File: src/hdl/mshw_pkg.sv
// Shared types, sizes and codes for the multi-slot heartbeat watchdog.
`timescale 1ns / 1ps

package mshw_pkg;

    localparam int SLOTS   = 32;
    localparam int BUCKETS = 16;

    localparam int SLOT_W  = $clog2(SLOTS);
    localparam int CD_W    = (BUCKETS > 1) ? $clog2(BUCKETS) : 1;
    localparam int BV_W    = $clog2(BUCKETS + 1);
    localparam int CNT_W   = $clog2(SLOTS + 1);

    localparam int TASK_W  = 16;
    localparam int IVL_W   = 16;
    localparam int BASE_W  = 8;
    localparam int MAXP_W  = 12;
    localparam int ACC_W   = $clog2(BUCKETS * ((1 << BASE_W) - 1) + 1);

    localparam int IN_W    = TASK_W + IVL_W;
    localparam int OUT_RAW = 2 + 1 + TASK_W;
    localparam int OUT_W   = ((OUT_RAW + 7) / 8) * 8;
    localparam int OUT_PAD = OUT_W - OUT_RAW;

    localparam int CFG_IDX_W = 1;
    localparam int CFG_W     = 12;

    localparam logic [BASE_W-1:0] BASE_RESET = 8'd5;
    localparam logic [MAXP_W-1:0] MAXP_RESET = 12'd60;

    typedef enum logic [CFG_IDX_W-1:0] {
        CFG_BASE_PERIOD = 1'b0,
        CFG_MAX_PERIOD  = 1'b1
    } cfg_idx_t;

    typedef enum logic [1:0] {
        REQ_REGISTER   = 2'd0,
        REQ_UNREGISTER = 2'd1,
        REQ_KICK       = 2'd2,
        REQ_TICK       = 2'd3
    } req_t;

    typedef enum logic [1:0] {
        ST_OK             = 2'd0,
        ST_BAD_INTERVAL   = 2'd1,
        ST_SLOT_TAKEN     = 2'd2,
        ST_NOT_REGISTERED = 2'd3
    } status_t;

    // Controller to datapath
    typedef struct packed {
        logic load;
        logic exec;
        logic div_step;
        logic walk_step;
        logic out_load;
    } cmd_t;

    // Datapath to controller
    typedef struct packed {
        logic reg_go;
        logic tick_go;
        logic div_done;
        logic walk_last;
    } sts_t;

endpackage

File: src/hdl/mshw_ctrl.sv
// Sequencing state machine for the heartbeat watchdog.
`timescale 1ns / 1ps

module mshw_ctrl (
    input  logic           aclk,
    input  logic           aresetn,
    input  logic           s_tvalid,
    output logic           s_tready,
    output logic           m_tvalid,
    input  logic           m_tready,
    input  mshw_pkg::sts_t sts,
    output mshw_pkg::cmd_t cmd
);

    typedef enum logic [2:0] {
        S_IDLE,
        S_DECODE,
        S_DIV,
        S_WALK,
        S_FIN
    } state_t;

    state_t state_reg, state_next;
    logic   m_tvalid_reg, m_tvalid_next;

    assign s_tready = (state_reg == S_IDLE);
    assign m_tvalid = m_tvalid_reg;

    always_comb begin
        cmd        = '0;
        state_next = state_reg;
        case (state_reg)
            S_IDLE: begin
                if (s_tvalid) begin
                    cmd.load   = 1'b1;
                    state_next = S_DECODE;
                end
            end
            S_DECODE: begin
                cmd.exec = 1'b1;
                if (sts.reg_go) begin
                    state_next = S_DIV;
                end else if (sts.tick_go) begin
                    state_next = S_WALK;
                end else begin
                    state_next = S_FIN;
                end
            end
            S_DIV: begin
                cmd.div_step = 1'b1;
                if (sts.div_done) begin
                    state_next = S_FIN;
                end
            end
            S_WALK: begin
                cmd.walk_step = 1'b1;
                if (sts.walk_last) begin
                    state_next = S_FIN;
                end
            end
            S_FIN: begin
                if (!m_tvalid_reg || m_tready) begin
                    cmd.out_load = 1'b1;
                    state_next   = S_IDLE;
                end
            end
            default: begin
                state_next = S_IDLE;
            end
        endcase
    end

    always_comb begin
        m_tvalid_next = m_tvalid_reg;
        if (cmd.out_load) begin
            m_tvalid_next = 1'b1;
        end else if (m_tready) begin
            m_tvalid_next = 1'b0;
        end
    end

    always_ff @(posedge aclk) begin
        if (!aresetn) begin
            state_reg    <= S_IDLE;
            m_tvalid_reg <= 1'b0;
        end else begin
            state_reg    <= state_next;
            m_tvalid_reg <= m_tvalid_next;
        end
    end

endmodule

File: src/hdl/mshw_dp.sv
// Slot tables, bucket countdowns, interval divider and result register.
`timescale 1ns / 1ps

module mshw_dp (
    input  logic                            aclk,
    input  logic                            aresetn,
    input  logic                            cfg_valid,
    input  logic [mshw_pkg::CFG_IDX_W-1:0]  cfg_index,
    input  logic [mshw_pkg::CFG_W-1:0]      cfg_data,
    input  logic [1:0]                      in_req,
    input  logic [mshw_pkg::IN_W-1:0]       in_data,
    input  mshw_pkg::cmd_t                  cmd,
    output mshw_pkg::sts_t                  sts,
    output logic [mshw_pkg::OUT_W-1:0]      out_data
);

    logic [mshw_pkg::BASE_W-1:0] base_reg;
    logic [mshw_pkg::MAXP_W-1:0] maxp_reg;

    logic [mshw_pkg::TASK_W-1:0] slot_task_reg [mshw_pkg::SLOTS];
    logic [mshw_pkg::BV_W-1:0]   slot_bkt_reg  [mshw_pkg::SLOTS];
    logic [mshw_pkg::SLOTS-1:0]  slot_alive_reg;
    logic [mshw_pkg::CD_W-1:0]   cd_reg        [mshw_pkg::BUCKETS];
    logic [mshw_pkg::CNT_W-1:0]  count_reg;

    mshw_pkg::req_t              req_reg;
    logic [mshw_pkg::TASK_W-1:0] task_reg;
    logic [mshw_pkg::IVL_W-1:0]  ivl_reg;
    logic [mshw_pkg::ACC_W-1:0]  acc_reg;
    logic [mshw_pkg::CD_W-1:0]   k_reg;
    logic [mshw_pkg::SLOT_W-1:0] walk_ptr_reg;
    logic                        found_reg;
    logic [mshw_pkg::BV_W-1:0]   best_reg;
    logic [mshw_pkg::TASK_W-1:0] failed_reg;
    mshw_pkg::status_t           status_reg;
    logic [mshw_pkg::OUT_W-1:0]  out_reg;

    logic [mshw_pkg::BASE_W-1:0] base_eff;
    logic [mshw_pkg::SLOT_W-1:0] my_slot;
    logic                        occupied;
    logic                        bad_ivl;
    logic                        task_match;
    mshw_pkg::status_t           status_now;
    logic [mshw_pkg::ACC_W-1:0]  acc_sum;
    logic [mshw_pkg::BV_W-1:0]   new_bkt;
    logic [mshw_pkg::BV_W-1:0]   w_bkt;
    logic [mshw_pkg::CD_W-1:0]   w_cd_idx;
    logic                        w_due;
    logic                        w_better;

    assign base_eff   = (base_reg == '0) ? mshw_pkg::BASE_W'(1) : base_reg;
    assign my_slot    = task_reg[mshw_pkg::SLOT_W-1:0];
    assign occupied   = (slot_bkt_reg[my_slot] != '0);
    assign task_match = (slot_task_reg[my_slot] == task_reg);
    assign bad_ivl    = (ivl_reg < mshw_pkg::IVL_W'(base_eff))
                     || (ivl_reg > mshw_pkg::IVL_W'(maxp_reg));

    always_comb begin
        case (req_reg)
            mshw_pkg::REQ_REGISTER: begin
                if (bad_ivl) begin
                    status_now = mshw_pkg::ST_BAD_INTERVAL;
                end else if (occupied) begin
                    status_now = mshw_pkg::ST_SLOT_TAKEN;
                end else begin
                    status_now = mshw_pkg::ST_OK;
                end
            end
            mshw_pkg::REQ_UNREGISTER: begin
                status_now = occupied ? mshw_pkg::ST_OK : mshw_pkg::ST_NOT_REGISTERED;
            end
            mshw_pkg::REQ_KICK: begin
                status_now = (occupied && task_match) ? mshw_pkg::ST_OK
                                                      : mshw_pkg::ST_NOT_REGISTERED;
            end
            default: begin
                status_now = mshw_pkg::ST_OK;
            end
        endcase
    end

    // Ceiling division by repeated addition, capped at the bucket count
    assign acc_sum = acc_reg + mshw_pkg::ACC_W'(base_eff);
    assign new_bkt = mshw_pkg::BV_W'(k_reg) + mshw_pkg::BV_W'(1);

    // Slot walk on a tick
    assign w_bkt    = slot_bkt_reg[walk_ptr_reg];
    assign w_cd_idx = mshw_pkg::CD_W'(w_bkt - mshw_pkg::BV_W'(1));
    assign w_due    = (w_bkt != '0) && (cd_reg[w_cd_idx] == '0);
    assign w_better = !found_reg || (w_bkt < best_reg);

    assign sts.reg_go    = (req_reg == mshw_pkg::REQ_REGISTER) && !bad_ivl && !occupied;
    assign sts.tick_go   = (req_reg == mshw_pkg::REQ_TICK) && (count_reg != '0);
    assign sts.div_done  = (mshw_pkg::IVL_W'(acc_sum) >= ivl_reg)
                        || (k_reg == mshw_pkg::CD_W'(mshw_pkg::BUCKETS - 1));
    assign sts.walk_last = (walk_ptr_reg == mshw_pkg::SLOT_W'(mshw_pkg::SLOTS - 1));

    assign out_data = out_reg;

    always_ff @(posedge aclk) begin
        if (!aresetn) begin
            base_reg       <= mshw_pkg::BASE_RESET;
            maxp_reg       <= mshw_pkg::MAXP_RESET;
            slot_alive_reg <= '0;
            count_reg      <= '0;
            for (int s = 0; s < mshw_pkg::SLOTS; s++) begin
                slot_task_reg[s] <= '0;
                slot_bkt_reg[s]  <= '0;
            end
            for (int b = 0; b < mshw_pkg::BUCKETS; b++) begin
                cd_reg[b] <= mshw_pkg::CD_W'(b);
            end
            req_reg      <= mshw_pkg::REQ_REGISTER;
            task_reg     <= '0;
            ivl_reg      <= '0;
            acc_reg      <= '0;
            k_reg        <= '0;
            walk_ptr_reg <= '0;
            found_reg    <= 1'b0;
            best_reg     <= '0;
            failed_reg   <= '0;
            status_reg   <= mshw_pkg::ST_OK;
            out_reg      <= '0;
        end else begin
            if (cfg_valid) begin
                case (mshw_pkg::cfg_idx_t'(cfg_index))
                    mshw_pkg::CFG_BASE_PERIOD: base_reg <= cfg_data[mshw_pkg::BASE_W-1:0];
                    mshw_pkg::CFG_MAX_PERIOD:  maxp_reg <= cfg_data[mshw_pkg::MAXP_W-1:0];
                    default: ;
                endcase
            end

            if (cmd.load) begin
                req_reg      <= mshw_pkg::req_t'(in_req);
                task_reg     <= in_data[mshw_pkg::TASK_W-1:0];
                ivl_reg      <= in_data[mshw_pkg::IN_W-1:mshw_pkg::TASK_W];
                acc_reg      <= '0;
                k_reg        <= '0;
                walk_ptr_reg <= '0;
                found_reg    <= 1'b0;
                best_reg     <= '0;
                failed_reg   <= '0;
            end

            if (cmd.exec) begin
                status_reg <= status_now;
                if (req_reg == mshw_pkg::REQ_UNREGISTER && occupied) begin
                    slot_task_reg[my_slot]  <= '0;
                    slot_bkt_reg[my_slot]   <= '0;
                    slot_alive_reg[my_slot] <= 1'b0;
                    count_reg               <= count_reg - mshw_pkg::CNT_W'(1);
                end
                if (req_reg == mshw_pkg::REQ_KICK && occupied && task_match) begin
                    slot_alive_reg[my_slot] <= 1'b1;
                end
            end

            if (cmd.div_step) begin
                acc_reg <= acc_sum;
                k_reg   <= k_reg + mshw_pkg::CD_W'(1);
                if (sts.div_done) begin
                    slot_task_reg[my_slot]  <= task_reg;
                    slot_bkt_reg[my_slot]   <= new_bkt;
                    slot_alive_reg[my_slot] <= 1'b0;
                    count_reg               <= count_reg + mshw_pkg::CNT_W'(1);
                end
            end

            if (cmd.walk_step) begin
                walk_ptr_reg <= walk_ptr_reg + mshw_pkg::SLOT_W'(1);
                if (w_due) begin
                    if (slot_alive_reg[walk_ptr_reg]) begin
                        slot_alive_reg[walk_ptr_reg] <= 1'b0;
                    end else if (w_better) begin
                        found_reg  <= 1'b1;
                        best_reg   <= w_bkt;
                        failed_reg <= slot_task_reg[walk_ptr_reg];
                    end
                end
                if (sts.walk_last) begin
                    for (int b = 0; b < mshw_pkg::BUCKETS; b++) begin
                        if (cd_reg[b] == '0) begin
                            cd_reg[b] <= mshw_pkg::CD_W'(b);
                        end else begin
                            cd_reg[b] <= cd_reg[b] - mshw_pkg::CD_W'(1);
                        end
                    end
                end
            end

            if (cmd.out_load) begin
                out_reg <= {{mshw_pkg::OUT_PAD{1'b0}}, failed_reg, found_reg, status_reg};
            end
        end
    end

endmodule

File: src/hdl/multi_slot_heartbeat_watchdog_unit.sv
// Top level of the multi-slot heartbeat watchdog.
`timescale 1ns / 1ps
// Sequence: unregister, kick, rejected register and idle tick go from accept through decode to the result load;
//   accepted register: also runs the divider for n = ceil(interval / base period) capped at 16 (one add a cycle);
//   tick with slots registered: also runs the 32-slot walk, one slot a cycle.
// Flow: one item at a time; the next item is taken in the cycle after the result is loaded.
// Reset: aresetn synchronous active low; slots freed, countdowns set to their index, base period 5,
//   max period 60, output channel empty. No clearing pass is needed.

module multi_slot_heartbeat_watchdog_unit (
    input  logic                           aclk,
    input  logic                           aresetn,

    // Input items
    input  logic                           s_tvalid,
    output logic                           s_tready,
    input  logic [mshw_pkg::IN_W-1:0]      s_tdata,   // task_id[15:0], requested_interval[31:16]
    input  logic [1:0]                     s_tuser,   // req_type[1:0]

    // Result items
    output logic                           m_tvalid,
    input  logic                           m_tready,
    output logic [mshw_pkg::OUT_W-1:0]     m_tdata,   // status[1:0], system_reset[2],
                                                      // failed_task[18:3], zero[23:19]

    // Register writes: index 0 base_period, index 1 max_period
    input  logic                           cfg_valid,
    output logic                           cfg_ready,
    input  logic [mshw_pkg::CFG_IDX_W-1:0] cfg_index,
    input  logic [mshw_pkg::CFG_W-1:0]     cfg_data
);

    mshw_pkg::cmd_t cmd;
    mshw_pkg::sts_t sts;

    // Writes go straight into the registers, so hold ready high
    assign cfg_ready = 1'b1;

    // Sequencer: accept, decode, run the divider or the slot walk, then load the result
    mshw_ctrl u_ctrl (
        .aclk     (aclk),
        .aresetn  (aresetn),
        .s_tvalid (s_tvalid),
        .s_tready (s_tready),
        .m_tvalid (m_tvalid),
        .m_tready (m_tready),
        .sts      (sts),
        .cmd      (cmd)
    );

    // Slot state, bucket countdowns and the output register
    mshw_dp u_dp (
        .aclk      (aclk),
        .aresetn   (aresetn),
        .cfg_valid (cfg_valid & cfg_ready),
        .cfg_index (cfg_index),
        .cfg_data  (cfg_data),
        .in_req    (s_tuser),
        .in_data   (s_tdata),
        .cmd       (cmd),
        .sts       (sts),
        .out_data  (m_tdata)
    );

endmodule
File: config.mk
export PLATFORM = sky130hd
export DESIGN_NAME = multi_slot_heartbeat_watchdog_unit
export DESIGN_NICKNAME = d
export VERILOG_FILES = /design/src/hdl/mshw_pkg.sv /design/src/hdl/mshw_ctrl.sv /design/src/hdl/mshw_dp.sv /design/src/hdl/multi_slot_heartbeat_watchdog_unit.sv
export SDC_FILE = /design/constraint.sdc
export NUM_CORES = 2
export LEC_CHECK = 0
export BUFFER_PORTS_ARGS = -buffer_cell sky130_fd_sc_hd__buf_2
export CAP_MARGIN = 20
export CORE_UTILIZATION = 40
export DETAILED_ROUTE_END_ITERATION = 7
export MAX_ROUTING_LAYER = met4
export SLEW_MARGIN = 20
export SYNTH_ARGS = -nofsm -noshare
export SYNTH_HDL_FRONTEND = slang
export SYNTH_SLANG_ARGS = --single-unit
File: constraint.sdc
create_clock -name aclk -period 16.7 [get_ports aclk]
set_input_delay 3.34 -clock aclk [delete_from_list [all_inputs] [get_ports aclk]]
set_output_delay 3.34 -clock aclk [all_outputs]
set_load 0.01 [all_outputs]
== Word level (Yosys, flattened, before mapping) ==
Memory sizes are Yosys's and may differ from the RTL's. A register that Yosys moved wholly into a read port is not among the register bits.
Index checks and enable logic that the tools add are counted.

* Bits in registers: 160
* RAM bits: 736
* Input bits: 52
* Output and inout port bits: 27
* Logic and storage cells: 437
* Memories: 3

* $add $sub $neg: 23
* Magnitude comparators: 8
* Equality and inequality tests: 14
* Mux-type cells: 282
* Bitwise gates (word level): 41
* Reductions and logical operators: 49

{| class="wikitable"
|+ Memories
! memory !! words !! width !! rd ports !! clocked after memory_dff !! wr ports !! line !! RTL
|-
| u_dp.slot_task_reg || 32 || 16 || 2 || 2 || 32 || mshw_dp.sv:20 || <nowiki>logic [mshw_pkg::TASK_W-1:0] slot_task_reg [mshw_pkg::SLOTS];</nowiki>
|-
| u_dp.slot_bkt_reg || 32 || 5 || 2 || 2 || 32 || mshw_dp.sv:21 || <nowiki>logic [mshw_pkg::BV_W-1:0] slot_bkt_reg [mshw_pkg::SLOTS];</nowiki>
|-
| u_dp.cd_reg || 16 || 4 || 17 || 0 || 16 || mshw_dp.sv:23 || <nowiki>logic [mshw_pkg::CD_W-1:0] cd_reg [mshw_pkg::BUCKETS];</nowiki>
|}

{| class="wikitable"
|+ Operators by type and width
! cell !! number
|-
| $mux 32 || 12
|-
| $mux 1 || 188
|-
| $mux 4 || 34
|-
| $mux 16 || 7
|-
| $and 32x32->32 || 3
|-
| $mux 5 || 19
|-
| $logic_not 4->1 || 17
|-
| $sub 4x1->4 const B || 17
|-
| $not 32->32 || 2
|-
| $or 1x1->1 || 34
|-
| $or 32x32->32 || 1
|-
| $mux 12 || 2
|-
| $mux 6 || 4
|-
| $mux 3 || 6
|-
| $eq 16x16->1 || 1
|-
| $ge 12x16->1 || 1
|-
| $gt 16x12->1 || 1
|-
| $lt 16x8->1 || 1
|-
| $reduce_or 16->1 || 1
|-
| $pmux 3 s5 || 1
|-
| $add 12x8->12 || 1
|-
| $lt 5x6->1 const B || 2
|-
| $demux 1 s5 || 2
|-
| $ge 5x1->1 const B || 2
|-
| 32 further kinds || 58
|}

== Longest topological paths before layout ==
* Word-level depth: 21
* Mapped depth: 24
* Mapped depth without buffers: 22

== Hierarchy ==
Synthesis repeated with hierarchy kept, for this count alone.

* Cells, all modules: 3680
* Area, all modules: 45837.7 um^2

{| class="wikitable"
|+ Modules (own cells, without submodules)
! module !! instances !! cells an instance !! area each (um^2) !! sequential area each (um^2)
|-
| mshw_dp || 1 || 3646 || 45559.9 || 25424.4
|-
| mshw_ctrl || 1 || 32 || 266.5 || 80.1
|-
| multi_slot_heartbeat_watchdog_unit || 1 || 2 || 11.3 || 0.0
|}

== Least setup slack after synthesis ==
Ideal clock, no wire load.

* Path type: reg-to-reg
* From: register u_dp.base_reg[3] (netlist name)
* To: memory u_dp.slot_bkt_reg[4][0] (netlist name), enable pin
* Setup time: 0.403 ns
* Data arrival time: 5.050 ns
* Required time: 16.297 ns
* Setup slack: 11.247 ns
* Stages on the path, launching flop included: 24
* Buffers on the path: 2
* Period minus slack after synthesis: 5.453 ns
* Path through: dfxtp_1 nor4_1 a41oi_1 inv_1 ha_1 fa_1 a21o_1 a21oi_1 o21bai_1 a21oi_1 o21bai_1 a21oi_1 xnor2_1 ha_1 a21oi_1 nor2b_1 a2111oi_0 a221oi_1 a32o_1 a21o_1 buf_4 nand3_1 clkbuf_1 nand2_1

{| class="wikitable"
|+ RTL lines
! what !! line !! RTL
|-
| start, declared || mshw_dp.sv:17 || <nowiki>logic [mshw_pkg::BASE_W-1:0] base_reg;</nowiki>
|-
| start signal, assigned || mshw_dp.sv:102 || <nowiki>base_reg <= mshw_pkg::BASE_RESET;</nowiki>
|-
| start signal, assigned || mshw_dp.sv:127 || <nowiki>mshw_pkg::CFG_BASE_PERIOD: base_reg <= cfg_data[mshw_pkg::BASE_W-1:0];</nowiki>
|-
| end, declared || mshw_dp.sv:21 ||
|}

==> metrics.txt <==
status finished, final reports clean; Vias/cell 6.16; count of final max-slew check failures 0; first-pass GRT wire length 226,000 um; routed wire length 159,000 um; flop-to-flop setup slack 9960 ps; CTS tree built; Die ar. 116,000 um^2; Achievable Freq 0.148 GHz; Power Density 102 nW/um^2; Clock Skew 61.5 ps; Max Buffers Root-to-Sink 3; Global Route Usage Sum 27.7%; Setup Buffers After CTS 0; crit-path max cell delay 810 ps; Worst Path Required 16,900 ps; delay-heaviest family, CP compound AO/OA/AOI/OAI gates; Final Hold Viols 0; Clock Latency Late Sink 710 ps; clock sinks 906; Async S/R FF share, synth 0%; Cell Count Post-Placement 5,194; final cell count without fillers 5,382; total CTS buffers 96; Clock Tree Root clkbuf_16; Yosys cell types 78; Hold Crit Depth 2; Synth warnings 0; crit-path cells nor4_1, a41oi_1, inv_1, ha_1, fa_1, a21o_1, a21oi_1, o21bai_1, a21oi_1, o21bai_1, a21oi_1, xnor2_1, ha_1, a21oi_1, nor2b_1, a2111oi_0, a221oi_1, a32o_1, a21o_1, buf_4, nand3_1, nand2_1; Core ar. 114,000 um^2; Setup crit start kind flop; Wirelength per Cell 29.5 um; I/O pin count 79; r2r worst-path depth 22; FF-to-FF End u_dp.slot_bkt_reg[16][1]$_SDFFCE_PN0P_; site row count 124; ys flop type edfxtp_1; Final Cycle Share 40.4%; hold_sp u_dp.ivl_reg[14]$_SDFFE_PN0P_; slew margin rel. 23.1%; LEAKAGE 17.0 nW; Syn Std Cell Area 46,000 um^2; final setup vio count 0; # nets final 3,904; most frequent cells in the layout nor2_1 (736), edfxtp_1 (736), nand2_1 (330); Crit-path slowest cell nand2_1; Fillers 10,400; routed via count 33,200; die outline height 341 um; Max-Cap Viols 0; CP bufs+invs 2; pin count of the biggest net entering global routing 90; Port Buffers 72; hpwl dp 108,000 um; layout cells sized above 1 16.9%; Area Overhead vs Synth 11.5%; setup_tns 0 ps; worst hold margin 460 ps; Crit Path Class flop to flop; DRC errors left 0; Synth Register Bits 906; critical register-to-register path startpoint u_dp.base_reg[5]$_SDFFE_PN0P_; Final ANT Viol Nets 0; number of enable flip-flop cells after synthesis 736; kind of end point of the critical path flop; initial antenna violation count 7; 1st-pass router iterations 7; Worst Tran Pin Value 1150 ps; post-CTS sizing 0; hold_buf cts 0; initial DRC count 4,863; CTS HTree Levels 3; Crit path top cell by count a21oi_1; Final min period 6740 ps; vias in the first global route 30,900; GPL Wtd Cong 1.01; arrival time worst endpoint 6940 ps; peak supply drop 76.7 uV; Largest register FFs 512; Hold/Removal Path Class flop to flop; critical path fanouts, max 41; Mapped Cells 3,766; initial core utilization 40.3%; post-synthesis sequential area ratio 55.5%; WHS Endpoint u_dp.ivl_reg[14]$_SDFFE_PN0P_; die width 341 um; RSZ-0062 raised after global routing false; mean post-synth cell area 12.2 um^2; total gr overflow 0; clk slew on worst S/H paths 60 ps
## tightest hold or removal path: stages, from the launching register on
cell and delay [ps]:
dfxtp_1 300, nand2_1 40, a21boi_0 60
## layout make-up
type / instances / area (um^2) / share of cell area (%)
inverters: 100 / 375 / 0.732
diodes: 6 / 15.0 / 0.0293
repair buffers: 149 / 1000 / 1.95
multi-input cells: 2529 / 19100 / 37.4
clock buffers: 118 / 2570 / 5.01
well taps: 1512 / 1890 / 3.69
clock inverters: 62 / 728 / 1.42
flip-flops and latches: 906 / 25500 / 49.8
## Yosys cell counts (10+ instances only)
cell type,count,area (um^2)
xnor2_1,28,245
nand2_1,349,1310
nor2b_1,26,163
clkbuf_1,223,837
mux4_2,280,6310
buf_1,28,105
o21ai_0,36,180
nand3b_1,20,150
mux2i_1,167,1670
nor4_1,26,163
a21oi_1,54,270
a21boi_0,83,623
buf_4,17,128
nor4b_1,13,114
ha_1,69,863
nor2_1,736,2760
edfxtp_1,736,22100
and3_1,17,106
a31oi_1,26,163
a22o_1,10,87.6
buf_2,40,200
nor3b_1,13,97.6
and2_1,23,144
nor3_1,30,150
nand3_1,135,676
a22oi_1,73,548
dfxtp_1,170,3400
a211oi_1,12,90.1
nand2b_1,14,87.6
mux2_2,28,315
inv_1,94,353
nand4_1,22,138
a221oi_1,16,140
## metrics by stage
stage                     worst slack [ps]  power (W)  cell area (um^2)  util, %
after floorplan                      11250    0.00284             46300        -
after global placement               10190    0.00301             47900     41.9
after detailed placement             10060    0.00301             47900     41.9
after CTS                             9970    0.00524             51200     44.8
after global routing                  9400    0.00536             51200     44.9
final                                 9960    0.00525             51300     44.9
## where the power goes
group | leakage (nW) | total, W | internal (W) | switching (W)
combinational | 6.58 | 0.000394 | 0.000142 | 0.000252
sequential | 8.80 | 0.00259 | 0.00251 | 0.0000726
clock | 1.60 | 0.00227 | 0.00130 | 0.000963
total | 17.0 | 0.00525 | 0.00396 | 0.00129
## worst max path at each step
stage / startpoint / end / depth (start not counted)
2_1_floorplan: u_dp.base_reg[3]$_SDFFE_PN0P_ / u_dp.slot_bkt_reg[4][0]$_SDFFCE_PN0P_ / 23
3_3_place_gp: u_dp.base_reg[6]$_SDFFE_PN0P_ / u_dp.slot_bkt_reg[16][3]$_SDFFCE_PN0P_ / 22
3_5_place_dp: u_dp.base_reg[1]$_SDFFE_PN0P_ / u_dp.slot_bkt_reg[16][4]$_SDFFCE_PN0P_ / 22
4_1_cts: u_dp.base_reg[5]$_SDFFE_PN0P_ / u_dp.slot_bkt_reg[16][1]$_SDFFCE_PN0P_ / 22
5_1_grt: u_dp.base_reg[6]$_SDFFE_PN0P_ / u_dp.slot_task_reg[16][4]$_SDFFCE_PN0P_ / 22
6_report: u_dp.base_reg[5]$_SDFFE_PN0P_ / u_dp.slot_bkt_reg[16][1]$_SDFFCE_PN0P_ / 22
## logic make-up after synthesis
group	count (synthesis)	synth area share (%)
xor+xnor	34	0.648
buf+inv	415	3.75
fa+ha+maj	70	1.92
compound gates	401	6.22
flops	906	55.5
simple gates	1463	13.9
other cells	2	0.0163
mux	475	18.0
## routing by layer
metal  GRT usage [%]  share of wire, %  up-vias
li1                -                 -    13900
met1            37.4                40    16700
met2            38.9                43     2207
met3            8.94                14      332
met4            9.79               4.0        0
met5               -                 0        -
Note: power is estimated with default switching activity, not from simulation.
